--- config.mk ---
export PLATFORM = sky130hd
export DESIGN_NAME = dithered_rgb_pwm_phase_spreader_core
export DESIGN_NICKNAME = d
export VERILOG_FILES = /design/src/rtl/dmp_pkg.sv /design/src/rtl/dmp_div.sv /design/src/rtl/dmp_tables.sv /design/src/rtl/dmp_ctrl.sv /design/src/rtl/dithered_rgb_pwm_phase_spreader_core.sv
export SDC_FILE = /design/constraint.sdc
export NUM_CORES = 1
export LEC_CHECK = 0
export ABC_AREA = 0
export BUFFER_PORTS_ARGS = -buffer_cell sky130_fd_sc_hd__buf_4
export CORE_MARGIN = 4
export CORE_UTILIZATION = 44
export CTS_CLUSTER_SIZE = 20
export DETAILED_ROUTE_END_ITERATION = 8
export HOLD_SLACK_MARGIN = 0.05
export SLEW_MARGIN = 40
export SYNTH_ARGS = -nofsm -noshare
export SYNTH_HDL_FRONTEND = slang
export SYNTH_SLANG_ARGS = --single-unit
--- constraint.sdc ---
create_clock -name clk -period 3.27 [get_ports clk]
set_input_delay 0.1635 -clock clk [delete_from_list [all_inputs] [get_ports clk]]
set_output_delay 0.1635 -clock clk [all_outputs]
set_load 0.02 [all_outputs]
--- src/rtl/dmp_pkg.sv ---
// ----------------------------------------------------------------------------
// dmp_pkg: shared types and constants for the dithered multiphase pwm block
// payload structs, mode and kind codes, channel and sequencer encodings
// ----------------------------------------------------------------------------
package dmp_pkg;

	localparam int LEVEL_W          = 12;
	localparam int IN_LEVEL_W       = 16;
	localparam int CMP_W            = 8;
	localparam int PHASE_W          = 4;
	localparam int MODE_W           = 2;
	localparam int DEF_LONG_PHASES  = 16;
	localparam int DEF_SHORT_PHASES = 8;

	localparam logic [LEVEL_W-1:0] LEVEL_LIMIT_RESET = 12'd4080;
	localparam logic [CMP_W-1:0]   CMP_IDLE          = 8'hff;

	// item modes, code 3 is ignored
	localparam logic [MODE_W-1:0] MODE_SET   = 2'd0;
	localparam logic [MODE_W-1:0] MODE_LONG  = 2'd1;
	localparam logic [MODE_W-1:0] MODE_SHORT = 2'd2;

	localparam logic KIND_LONG  = 1'b0;
	localparam logic KIND_SHORT = 1'b1;

	typedef enum logic [1:0] {
		CH_RED,
		CH_GREEN,
		CH_BLUE
	} color_t;

	typedef enum logic [2:0] {
		ST_IDLE,
		ST_DIV_GO,
		ST_DIV_WAIT,
		ST_READ,
		ST_EMIT
	} state_t;

	typedef struct packed {
		logic [MODE_W-1:0]     mode;
		logic [IN_LEVEL_W-1:0] red_level;
		logic [IN_LEVEL_W-1:0] green_level;
		logic [IN_LEVEL_W-1:0] blue_level;
	} item_t;

	typedef struct packed {
		logic              timer_kind;
		logic [CMP_W-1:0]  compare_a;
		logic [CMP_W-1:0]  compare_b;
		logic [PHASE_W-1:0] phase_used;
	} result_t;

	// control from the sequencer to the phase tables
	typedef struct packed {
		logic   wr_en;
		color_t wr_ch;
		logic   rd_en;
		logic   rd_kind;
	} tbl_ctl_t;

endpackage

--- src/rtl/dmp_div.sv ---
// ----------------------------------------------------------------------------
// dmp_div: shared restoring divider
// 12-bit dividend by small divisor, quotient saturated to 8 bits, one bit a cycle
// ----------------------------------------------------------------------------
module dmp_div #(
	parameter int DV_W = 5
) (
	input  logic                        clk,
	input  logic                        arst_n,
	input  logic                        start,
	input  logic [dmp_pkg::LEVEL_W-1:0] dividend,
	input  logic [DV_W-1:0]             divisor,
	output logic                        done,
	output logic [dmp_pkg::CMP_W-1:0]   quotient
);

	localparam int CW    = dmp_pkg::CMP_W;
	localparam int HI_W  = dmp_pkg::LEVEL_W - CW;
	localparam int REM_W = (DV_W + 1 > HI_W) ? DV_W + 1 : HI_W;
	localparam int CNT_W = $clog2(CW);

	logic [REM_W-1:0] rem_q;
	logic [CW-1:0]    shift_q;
	logic [CNT_W-1:0] cnt_q;
	logic             run_q;
	logic             done_q;

	logic [REM_W-1:0] hi_ext;
	logic [REM_W-1:0] dv_ext;
	logic [REM_W-1:0] trial;
	logic             ge;
	logic             sat;

	always_comb begin
		hi_ext = REM_W'(dividend[dmp_pkg::LEVEL_W-1:CW]);
		dv_ext = REM_W'(divisor);
		// quotient above 255 whenever the top bits already reach the divisor
		sat    = hi_ext >= dv_ext;
		trial  = {rem_q[REM_W-2:0], shift_q[CW-1]};
		ge     = trial >= dv_ext;
	end

	always_ff @(posedge clk or negedge arst_n) begin
		if (!arst_n) begin
			run_q  <= 1'b0;
			done_q <= 1'b0;
			cnt_q  <= '0;
		end else if (start) begin
			cnt_q  <= '0;
			run_q  <= !sat;
			done_q <= sat;
		end else if (run_q) begin
			cnt_q <= cnt_q + CNT_W'(1);
			if (cnt_q == CNT_W'(CW - 1)) begin
				run_q  <= 1'b0;
				done_q <= 1'b1;
			end
		end else begin
			done_q <= 1'b0;
		end
	end

	always_ff @(posedge clk) begin
		if (start) begin
			rem_q   <= hi_ext;
			shift_q <= sat ? dmp_pkg::CMP_IDLE : dividend[CW-1:0];
		end else if (run_q) begin
			rem_q   <= ge ? trial - dv_ext : trial;
			shift_q <= {shift_q[CW-2:0], ge};
		end
	end

	assign done     = done_q;
	assign quotient = shift_q;

endmodule

--- src/rtl/dmp_tables.sv ---
// ----------------------------------------------------------------------------
// dmp_tables: per-phase compare tables for red, green and blue
// one write port, one registered read; entries never written read as 255
// ----------------------------------------------------------------------------
module dmp_tables #(
	parameter int LONG_PHASES  = dmp_pkg::DEF_LONG_PHASES,
	parameter int SHORT_PHASES = dmp_pkg::DEF_SHORT_PHASES
) (
	input  logic                                 clk,
	input  logic                                 arst_n,
	input  dmp_pkg::tbl_ctl_t                    ctl,
	input  logic [$clog2(LONG_PHASES > SHORT_PHASES ?
	                     LONG_PHASES : SHORT_PHASES)-1:0] wr_addr,
	input  logic [dmp_pkg::CMP_W-1:0]            wr_data,
	input  logic [$clog2(LONG_PHASES)-1:0]       rd_long_addr,
	input  logic [$clog2(SHORT_PHASES)-1:0]      rd_short_addr,
	output logic [dmp_pkg::CMP_W-1:0]            rd_a,
	output logic [dmp_pkg::CMP_W-1:0]            rd_b
);

	localparam int LI_W = $clog2(LONG_PHASES);
	localparam int SI_W = $clog2(SHORT_PHASES);
	localparam int CW   = dmp_pkg::CMP_W;

	logic [CW-1:0] red_mem   [LONG_PHASES];
	logic [CW-1:0] green_mem [LONG_PHASES];
	logic [CW-1:0] blue_mem  [SHORT_PHASES];

	logic [LONG_PHASES-1:0]  red_vld_q;
	logic [LONG_PHASES-1:0]  green_vld_q;
	logic [SHORT_PHASES-1:0] blue_vld_q;

	logic [CW-1:0] red_rd_q;
	logic [CW-1:0] green_rd_q;
	logic [CW-1:0] blue_rd_q;
	logic          red_ok_q;
	logic          green_ok_q;
	logic          blue_ok_q;
	logic          kind_q;

	// write and read of the arrays
	always_ff @(posedge clk) begin
		if (ctl.wr_en && ctl.wr_ch == dmp_pkg::CH_RED) begin
			red_mem[wr_addr[LI_W-1:0]] <= wr_data;
		end
		if (ctl.wr_en && ctl.wr_ch == dmp_pkg::CH_GREEN) begin
			green_mem[wr_addr[LI_W-1:0]] <= wr_data;
		end
		if (ctl.wr_en && ctl.wr_ch == dmp_pkg::CH_BLUE) begin
			blue_mem[wr_addr[SI_W-1:0]] <= wr_data;
		end
		if (ctl.rd_en) begin
			red_rd_q   <= red_mem[rd_long_addr];
			green_rd_q <= green_mem[rd_long_addr];
			blue_rd_q  <= blue_mem[rd_short_addr];
			red_ok_q   <= red_vld_q[rd_long_addr];
			green_ok_q <= green_vld_q[rd_long_addr];
			blue_ok_q  <= blue_vld_q[rd_short_addr];
			kind_q     <= ctl.rd_kind;
		end
	end

	always_ff @(posedge clk or negedge arst_n) begin
		if (!arst_n) begin
			red_vld_q   <= '0;
			green_vld_q <= '0;
			blue_vld_q  <= '0;
		end else if (ctl.wr_en) begin
			case (ctl.wr_ch)
				dmp_pkg::CH_RED: begin
					red_vld_q[wr_addr[LI_W-1:0]] <= 1'b1;
				end
				dmp_pkg::CH_GREEN: begin
					green_vld_q[wr_addr[LI_W-1:0]] <= 1'b1;
				end
				dmp_pkg::CH_BLUE: begin
					blue_vld_q[wr_addr[SI_W-1:0]] <= 1'b1;
				end
				default: begin
				end
			endcase
		end
	end

	always_comb begin
		if (kind_q == dmp_pkg::KIND_SHORT) begin
			rd_a = blue_ok_q ? blue_rd_q : dmp_pkg::CMP_IDLE;
			rd_b = '0;
		end else begin
			rd_a = green_ok_q ? green_rd_q : dmp_pkg::CMP_IDLE;
			rd_b = red_ok_q ? red_rd_q : dmp_pkg::CMP_IDLE;
		end
	end

endmodule

--- src/rtl/dmp_ctrl.sv ---
// ----------------------------------------------------------------------------
// dmp_ctrl: sequencer for level spreading and timer ticks
// drives the shared divider over every phase share, handles the result word
// ----------------------------------------------------------------------------
module dmp_ctrl #(
	parameter int LONG_PHASES  = dmp_pkg::DEF_LONG_PHASES,
	parameter int SHORT_PHASES = dmp_pkg::DEF_SHORT_PHASES,
	parameter int KW           = $clog2(LONG_PHASES > SHORT_PHASES ?
	                                    LONG_PHASES : SHORT_PHASES),
	parameter int DV_W         = $clog2((LONG_PHASES > SHORT_PHASES ?
	                                     LONG_PHASES : SHORT_PHASES) + 1)
) (
	input  logic                                clk,
	input  logic                                arst_n,
	input  logic [dmp_pkg::LEVEL_W-1:0]         level_limit,
	input  logic                                item_valid,
	output logic                                item_stall,
	input  dmp_pkg::item_t                      item,
	output logic                                result_valid,
	input  logic                                result_stall,
	output dmp_pkg::result_t                    result,
	output logic                                div_start,
	output logic [dmp_pkg::LEVEL_W-1:0]         div_dividend,
	output logic [DV_W-1:0]                     div_divisor,
	input  logic                                div_done,
	input  logic [dmp_pkg::CMP_W-1:0]           div_quotient,
	output dmp_pkg::tbl_ctl_t                   tbl_ctl,
	output logic [KW-1:0]                       tbl_wr_addr,
	output logic [dmp_pkg::CMP_W-1:0]           tbl_wr_data,
	output logic [$clog2(LONG_PHASES)-1:0]      tbl_rd_long_addr,
	output logic [$clog2(SHORT_PHASES)-1:0]     tbl_rd_short_addr,
	input  logic [dmp_pkg::CMP_W-1:0]           tbl_rd_a,
	input  logic [dmp_pkg::CMP_W-1:0]           tbl_rd_b
);

	localparam int LI_W = $clog2(LONG_PHASES);
	localparam int SI_W = $clog2(SHORT_PHASES);
	localparam int LW   = dmp_pkg::LEVEL_W;
	localparam int PW   = dmp_pkg::PHASE_W;
	localparam int LX_W = LI_W > PW ? LI_W : PW;
	localparam int SX_W = SI_W > PW ? SI_W : PW;

	dmp_pkg::state_t  state_q;
	dmp_pkg::state_t  state_d;
	dmp_pkg::color_t  ch_q;
	logic [KW-1:0]    k_q;
	logic [LW-1:0]    rest_q;
	logic [LW-1:0]    lvl_g_q;
	logic [LW-1:0]    lvl_b_q;
	logic             kind_q;
	logic [LI_W-1:0]  long_idx_q;
	logic [SI_W-1:0]  short_idx_q;
	dmp_pkg::result_t res_q;
	logic             res_vld_q;

	logic             item_acc;
	logic             emit_go;
	logic             k_last;
	logic [DV_W-1:0]  phases_sel;
	logic [LW-1:0]    clamp_r;
	logic [LW-1:0]    clamp_g;
	logic [LW-1:0]    clamp_b;
	logic [LX_W-1:0]  long_x;
	logic [SX_W-1:0]  short_x;

	function automatic logic [dmp_pkg::LEVEL_W-1:0] clamp(
		input logic [dmp_pkg::IN_LEVEL_W-1:0] v,
		input logic [dmp_pkg::LEVEL_W-1:0]    lim
	);
		logic [dmp_pkg::IN_LEVEL_W-1:0] lim_ext;
		lim_ext = dmp_pkg::IN_LEVEL_W'(lim);
		return (v > lim_ext) ? lim : v[dmp_pkg::LEVEL_W-1:0];
	endfunction

	always_comb begin
		clamp_r    = clamp(item.red_level, level_limit);
		clamp_g    = clamp(item.green_level, level_limit);
		clamp_b    = clamp(item.blue_level, level_limit);
		phases_sel = (ch_q == dmp_pkg::CH_BLUE) ? DV_W'(SHORT_PHASES) : DV_W'(LONG_PHASES);
		k_last     = DV_W'(k_q) == phases_sel - DV_W'(1);
		long_x     = LX_W'(long_idx_q);
		short_x    = SX_W'(short_idx_q);
		item_acc   = item_valid && !item_stall;
		emit_go    = (state_q == dmp_pkg::ST_EMIT) && (!res_vld_q || !result_stall);
	end

	// next state
	always_comb begin
		state_d = state_q;
		case (state_q)
			dmp_pkg::ST_IDLE: begin
				if (item_valid) begin
					if (item.mode == dmp_pkg::MODE_SET) begin
						state_d = dmp_pkg::ST_DIV_GO;
					end else if (item.mode == dmp_pkg::MODE_LONG ||
					             item.mode == dmp_pkg::MODE_SHORT) begin
						state_d = dmp_pkg::ST_READ;
					end
				end
			end
			dmp_pkg::ST_DIV_GO: begin
				state_d = dmp_pkg::ST_DIV_WAIT;
			end
			dmp_pkg::ST_DIV_WAIT: begin
				if (div_done) begin
					if (k_last && ch_q == dmp_pkg::CH_BLUE) begin
						state_d = dmp_pkg::ST_IDLE;
					end else begin
						state_d = dmp_pkg::ST_DIV_GO;
					end
				end
			end
			dmp_pkg::ST_READ: begin
				state_d = dmp_pkg::ST_EMIT;
			end
			dmp_pkg::ST_EMIT: begin
				if (emit_go) begin
					state_d = dmp_pkg::ST_IDLE;
				end
			end
			default: begin
				state_d = dmp_pkg::ST_IDLE;
			end
		endcase
	end

	// outputs
	always_comb begin
		item_stall        = state_q != dmp_pkg::ST_IDLE;
		div_start         = state_q == dmp_pkg::ST_DIV_GO;
		div_dividend      = rest_q;
		div_divisor       = phases_sel - DV_W'(k_q);
		tbl_ctl.wr_en     = (state_q == dmp_pkg::ST_DIV_WAIT) && div_done;
		tbl_ctl.wr_ch     = ch_q;
		tbl_ctl.rd_en     = state_q == dmp_pkg::ST_READ;
		tbl_ctl.rd_kind   = kind_q;
		tbl_wr_addr       = k_q;
		tbl_wr_data       = ~div_quotient;
		tbl_rd_long_addr  = long_idx_q;
		tbl_rd_short_addr = short_idx_q;
		result_valid      = res_vld_q;
		result            = res_q;
	end

	always_ff @(posedge clk or negedge arst_n) begin
		if (!arst_n) begin
			state_q     <= dmp_pkg::ST_IDLE;
			ch_q        <= dmp_pkg::CH_RED;
			k_q         <= '0;
			kind_q      <= dmp_pkg::KIND_LONG;
			long_idx_q  <= '0;
			short_idx_q <= '0;
			res_vld_q   <= 1'b0;
		end else begin
			state_q <= state_d;
			if (item_acc) begin
				ch_q   <= dmp_pkg::CH_RED;
				k_q    <= '0;
				kind_q <= (item.mode == dmp_pkg::MODE_SHORT) ?
				          dmp_pkg::KIND_SHORT : dmp_pkg::KIND_LONG;
			end else if (state_q == dmp_pkg::ST_DIV_WAIT && div_done) begin
				if (k_last) begin
					k_q <= '0;
					case (ch_q)
						dmp_pkg::CH_RED: begin
							ch_q <= dmp_pkg::CH_GREEN;
						end
						dmp_pkg::CH_GREEN: begin
							ch_q <= dmp_pkg::CH_BLUE;
						end
						default: begin
							ch_q <= dmp_pkg::CH_BLUE;
						end
					endcase
				end else begin
					k_q <= k_q + KW'(1);
				end
			end
			if (emit_go) begin
				res_vld_q <= 1'b1;
				if (kind_q == dmp_pkg::KIND_SHORT) begin
					short_idx_q <= (short_idx_q == SI_W'(SHORT_PHASES - 1)) ?
					               '0 : short_idx_q + SI_W'(1);
				end else begin
					long_idx_q <= (long_idx_q == LI_W'(LONG_PHASES - 1)) ?
					              '0 : long_idx_q + LI_W'(1);
				end
			end else if (!result_stall) begin
				res_vld_q <= 1'b0;
			end
		end
	end

	// level and result payload
	always_ff @(posedge clk) begin
		if (item_acc) begin
			rest_q  <= clamp_r;
			lvl_g_q <= clamp_g;
			lvl_b_q <= {1'b0, clamp_b[LW-1:1]};
		end else if (state_q == dmp_pkg::ST_DIV_WAIT && div_done) begin
			if (k_last) begin
				rest_q <= (ch_q == dmp_pkg::CH_RED) ? lvl_g_q : lvl_b_q;
			end else begin
				rest_q <= rest_q - LW'(div_quotient);
			end
		end
		if (emit_go) begin
			res_q.timer_kind <= kind_q;
			res_q.compare_a  <= tbl_rd_a;
			res_q.compare_b  <= tbl_rd_b;
			res_q.phase_used <= (kind_q == dmp_pkg::KIND_SHORT) ?
			                    short_x[PW-1:0] : long_x[PW-1:0];
		end
	end

endmodule

--- src/rtl/dithered_rgb_pwm_phase_spreader_core.sv ---
// ----------------------------------------------------------------------------
// dithered_rgb_pwm_phase_spreader_core: multiphase dithered rgb pwm compares
// holds the level limit register and ties sequencer, divider and tables
// usage: item channel (item_valid/item_stall/item) takes one word: a set word
//   clamps red, green and blue to the level limit, halves blue and splits
//   each level into per-phase shares stored as 255 - share; a long or short
//   tick word returns that phase's compare values and advances its index.
//   mode code 3 is dropped without a result. result channel gives one word
//   per tick from an output register, so a stalled receiver does not block
//   a set word; a tick behind a full register waits in the emit state.
//   cfg channel writes the level limit, always ready, take it while idle.
// flow: a tick goes through the read state, where the tables are read into
//   their registers, and the emit state, which loads the output register;
//   the next word is taken once the sequencer is back in idle. a set word
//   runs the shared divider once per share (it finishes early when the
//   quotient saturates), with item_stall high meanwhile.
// reset: tables read as 255, both phase indexes go to 0, the level limit
//   goes to 4080, the output register is emptied.
// ----------------------------------------------------------------------------
module dithered_rgb_pwm_phase_spreader_core #(
	parameter int LONG_PHASES  = dmp_pkg::DEF_LONG_PHASES,
	parameter int SHORT_PHASES = dmp_pkg::DEF_SHORT_PHASES
) (
	input  logic                        clk,
	input  logic                        arst_n,
	input  logic                        cfg_valid,
	output logic                        cfg_ready,
	input  logic [dmp_pkg::LEVEL_W-1:0] cfg_data,
	input  logic                        item_valid,
	output logic                        item_stall,
	input  dmp_pkg::item_t              item,
	output logic                        result_valid,
	input  logic                        result_stall,
	output dmp_pkg::result_t            result
);

	// largest phase count sets the divisor and share counter widths
	localparam int MAX_PH = LONG_PHASES > SHORT_PHASES ? LONG_PHASES : SHORT_PHASES;
	localparam int KW     = $clog2(MAX_PH);
	localparam int DV_W   = $clog2(MAX_PH + 1);
	localparam int LI_W   = $clog2(LONG_PHASES);
	localparam int SI_W   = $clog2(SHORT_PHASES);

	logic [dmp_pkg::LEVEL_W-1:0] level_limit_q;

	logic                        div_start;
	logic [dmp_pkg::LEVEL_W-1:0] div_dividend;
	logic [DV_W-1:0]             div_divisor;
	logic                        div_done;
	logic [dmp_pkg::CMP_W-1:0]   div_quotient;

	dmp_pkg::tbl_ctl_t           tbl_ctl;
	logic [KW-1:0]               tbl_wr_addr;
	logic [dmp_pkg::CMP_W-1:0]   tbl_wr_data;
	logic [LI_W-1:0]             tbl_rd_long_addr;
	logic [SI_W-1:0]             tbl_rd_short_addr;
	logic [dmp_pkg::CMP_W-1:0]   tbl_rd_a;
	logic [dmp_pkg::CMP_W-1:0]   tbl_rd_b;

	// limit register, written at any time the port offers a word
	assign cfg_ready = 1'b1;

	always_ff @(posedge clk or negedge arst_n) begin
		if (!arst_n) begin
			level_limit_q <= dmp_pkg::LEVEL_LIMIT_RESET;
		end else if (cfg_valid && cfg_ready) begin
			level_limit_q <= cfg_data;
		end
	end

	// sequencer: walks every phase share and serves the timer ticks
	dmp_ctrl #(
		.LONG_PHASES  (LONG_PHASES),
		.SHORT_PHASES (SHORT_PHASES),
		.KW           (KW),
		.DV_W         (DV_W)
	) u_ctrl (
		.clk               (clk),
		.arst_n            (arst_n),
		.level_limit       (level_limit_q),
		.item_valid        (item_valid),
		.item_stall        (item_stall),
		.item              (item),
		.result_valid      (result_valid),
		.result_stall      (result_stall),
		.result            (result),
		.div_start         (div_start),
		.div_dividend      (div_dividend),
		.div_divisor       (div_divisor),
		.div_done          (div_done),
		.div_quotient      (div_quotient),
		.tbl_ctl           (tbl_ctl),
		.tbl_wr_addr       (tbl_wr_addr),
		.tbl_wr_data       (tbl_wr_data),
		.tbl_rd_long_addr  (tbl_rd_long_addr),
		.tbl_rd_short_addr (tbl_rd_short_addr),
		.tbl_rd_a          (tbl_rd_a),
		.tbl_rd_b          (tbl_rd_b)
	);

	// one divider shared by all three colors, share = rest / (phases - k)
	dmp_div #(
		.DV_W (DV_W)
	) u_div (
		.clk      (clk),
		.arst_n   (arst_n),
		.start    (div_start),
		.dividend (div_dividend),
		.divisor  (div_divisor),
		.done     (div_done),
		.quotient (div_quotient)
	);

	// inverted share tables, read one phase per tick
	dmp_tables #(
		.LONG_PHASES  (LONG_PHASES),
		.SHORT_PHASES (SHORT_PHASES)
	) u_tables (
		.clk           (clk),
		.arst_n        (arst_n),
		.ctl           (tbl_ctl),
		.wr_addr       (tbl_wr_addr),
		.wr_data       (tbl_wr_data),
		.rd_long_addr  (tbl_rd_long_addr),
		.rd_short_addr (tbl_rd_short_addr),
		.rd_a          (tbl_rd_a),
		.rd_b          (tbl_rd_b)
	);

endmodule
==> flow_summary.ini <==
[status]
status = finished, final reports clean

[logic_synthesis]
synth_simple_gate_area_share_pct = 6.56
synth_flop_cell = edfxtp_1
yosysSeqAreaShare_pct = 67.1
synthXorXnorAreaFrac_pct = 0.694
synth-seq-cells = 492
synthAdderAreaFrac_pct = 3.98
synth_top_family_by_area = multiplexers
synth_compound_area_share_pct = 7.52
yosysMostFrequentCell = edfxtp_1
yosysWarnings = 0
synth_top_cells_by_count = 416 x edfxtp_1, 91 x nand2_1, 73 x mux2i_1
synth.area.top_cells = edfxtp_1 58%, dfrtp_1 7.8%, mux4_2 5.7%
yosys.area.top_type = edfxtp_1
async_reset_ff_share_pct = 15.2
synth_edf_count = 416
netlist.area_leader.share_pct = 58.2
yosysUniqueCellTypes = 64
syn_area_um2 = 21400
syn-num-nets = 1549
syn_avg_cell_area_um2 = 15.2
synth_mux_area_share_pct = 11.9
postSynthCellCount = 1415

[place]
io_buffers = 89
place_ws_ps = 330
place_congestion = 0.862
dp_hpwl_um = 32100

[grt]
antenna_found_initial = 0
grt_usage_pct = 19.0
grt_pass1_vias = 13276
grt_pass1_wl_um = 77900
grt_max_degree = 63
gr-total-overflow = 0

[timing]
max_freq_mhz = 334
hold_violations = 0
clock_skew_ps = 15.7
fin_setup_tns_ps = 0
maxSlewViolCount = 0
setup_ws_ps = 279
fin_crit_sh_pct = 91.5
rsz0062_at_grt = no
period_minus_slack_ps = 2990
worstMarginPinSlew_ps = 793
slew_headroom_pct = 47.1
setup_viol = 0

[die]
initial_core_util_pct = 44.7
fp.dieW_um = 229
die_y_um = 229
die_area_um2 = 52300
rows = 80
pin_count = 91
coreArea_um2 = 47900

[clock_tree]
clockBufferDepth = 3
post_cts_buffers = 0
clock_latency_ps = 590
cts_buffers = 52
clk_pin_slew_ps = 60
cts_tree = built
cts_sinks = 492
ctsRootBufferMaster = clkbuf_16
ctsHtreeMaxLevel = 2

[power_and_ir_drop]
combPwrFrac_pct = 28.5
clock_power_share_pct = 29.2
p_int_mw = 14.2
peakVddDrop_uv = 497
p_sw_mw = 6.27
sw_frac_of_total_pct = 30.6
p_seq_share_pct = 42.3
power_density_nw_per_um2 = 796
p_leak_nw = 9.69

[route]
vias_per_cell = 5.54
wire_per_inst_um = 21.7
drt_wl_total_um = 49900
first_pass_iters = 5
dr.first_iter.drc_count = 932
drc = 0
vias = 12722
ant_nets = 0

[worst_setup_path]
critPathTopFamily = compound AO/OA/AOI/OAI gates
cp.arrival_ps = 3320
path_class = register to register
crit_buf_inv = 3
end_kind = register
critPathRequiredTime_ps = 3600
slowest_stage = dfstp_2
path_cells = inv_1 > ha_1 > and2_2 > a2111oi_4 > inv_2 > o31ai_4 > buf_4 > mux2i_1 > a21oi_2
cpPeakStageDelay_ps = 560
path_max_fanout = 12
cp-start-kind = register

[final_layout]
drive_above_1_share_pct = 25.1
area_delta_synth_final_pct = 20.0
n_antenna_cell = 0
final_nets = 1771

[min_path]
worstHoldPathType = input port to asynchronous set/reset pin

[flow_run]
drv_cap = 0
path summary, 6_finish.rpt:
check / cells past startpoint / start / end / slack, ps
setup / recovery: 9 / level_limit_q[10]$_DFFE_PN1P_ / u_ctrl.div_dividend[6]$_DFFE_PP_ / 280
hold / removal: 2 / arst_n / u_tables.red_vld_q[13]$_DFFE_PN0P_ / 190
setup reg to reg: 9 / level_limit_q[10]$_DFFE_PN1P_ / u_ctrl.div_dividend[6]$_DFFE_PP_ / 280
hold reg to reg: 1 / u_tables.red_vld_q[15]$_DFFE_PN0P_ / u_tables.red_vld_q[15]$_DFFE_PN0P_ / 460
max in group asynchronous: 3 / arst_n / u_ctrl.tbl_rd_short_addr[1]$_DFFE_PN0P_ / 2370
min in group clk: 5 / item[43] / u_ctrl.div_dividend[11]$_DFFE_PP_ / 280
logic make-up (layout without fill, tap and decap cells):
kind of cell	Yosys count	in the layout
compound gates	246	246
xor+xnor	17	17
fa+ha+maj	67	67
buf+inv	123	389
flops	492	492
mux	180	180
other cells	1	1
simple gates	289	289
area by class of cell:
class,instances,area (um2)
Fill cell,3823,22200
Sequential cell,492,14400
Multi-Input combinational cell,800,6580
Timing Repair Buffer,238,2020
Clock buffer,83,1600
Tap cell,615,769
Inverter,53,199
Clock inverter,15,163
through the flow:
stage / cell area, um2 / power, mW / util, % / hold WS (ps) / instances
after floorplan: 21400 / 12.6 / - / -132 / 1415
after global placement: 23200 / 14.5 / 48.5 / 378 / 2126
after detailed placement: 23200 / 14.6 / 48.5 / 252 / 2126
after CTS: 25700 / 20.7 / 53.7 / 189 / 2296
after global routing: 25700 / 21.6 / 53.7 / 229 / 2296
final: 25700 / 20.5 / 53.7 / 191 / 2296
registers in the layout (all words and copies together) (netlist names), 16 cells and up:
signal	cells
u_tables.green_mem	128
u_tables.blue_mem	64
u_tables.red_vld_q	16
u_ctrl.result	21
u_tables.red_mem	128
u_tables.green_vld_q	16
placed cells by master, fill, tap and decap left out, types with 9 or more instances in the layout:
master and instances:
ha_1 65, dfrtp_1 64, a21oi_1 61, mux2_2 53, o21ai_0 66, clkbuf_16 54
edfxtp_1 416, buf_4 161, o211ai_1 12, clkbuf_1 15, a22oi_1 24, nand2_1 91
nor2_1 64, nand2b_1 9, a31oi_1 12, nand4_1 11, inv_1 52, mux4_2 54
mux2i_1 73, a21o_1 13, or2_2 42, nor3_1 23, dlygate4sd3_1 72, clkbuf_8 14
nand3_1 13, a221oi_1 19, xnor2_1 15
worst register-to-register path, cell delays in order, from the launching register on:
cell and delay [ps]:
dfstp_2 560, inv_1 100, ha_1 320, and2_2 220
a2111oi_4 540, inv_2 120, o31ai_4 250, buf_4 240
mux2i_1 290, a21oi_2 80
power by group through the flow:
stage               Clock, mW  Sequential, mW  Combinational [mW]
floorplan                   0            8.54                4.11
global placement            0            8.80                5.67
detailed placement          0            8.81                5.79
CTS                      6.10            8.68                5.89
global route             6.38            8.74                6.44
finish                   5.98            8.67                5.84
per-layer routing:
metal | track usage, % | part of all wire, %
met1 | 25.9 | 43
met2 | 32.3 | 49
met3 | 2.89 | 5.0
met4 | 5.08 | 2.1
met5 | 0 | 0
timing repair:
item,CTS,global route
gates resized for setup,0,0
hold buffers,72,0
hold endpoints to repair,110,0
Power figures use the tool's default switching activity.
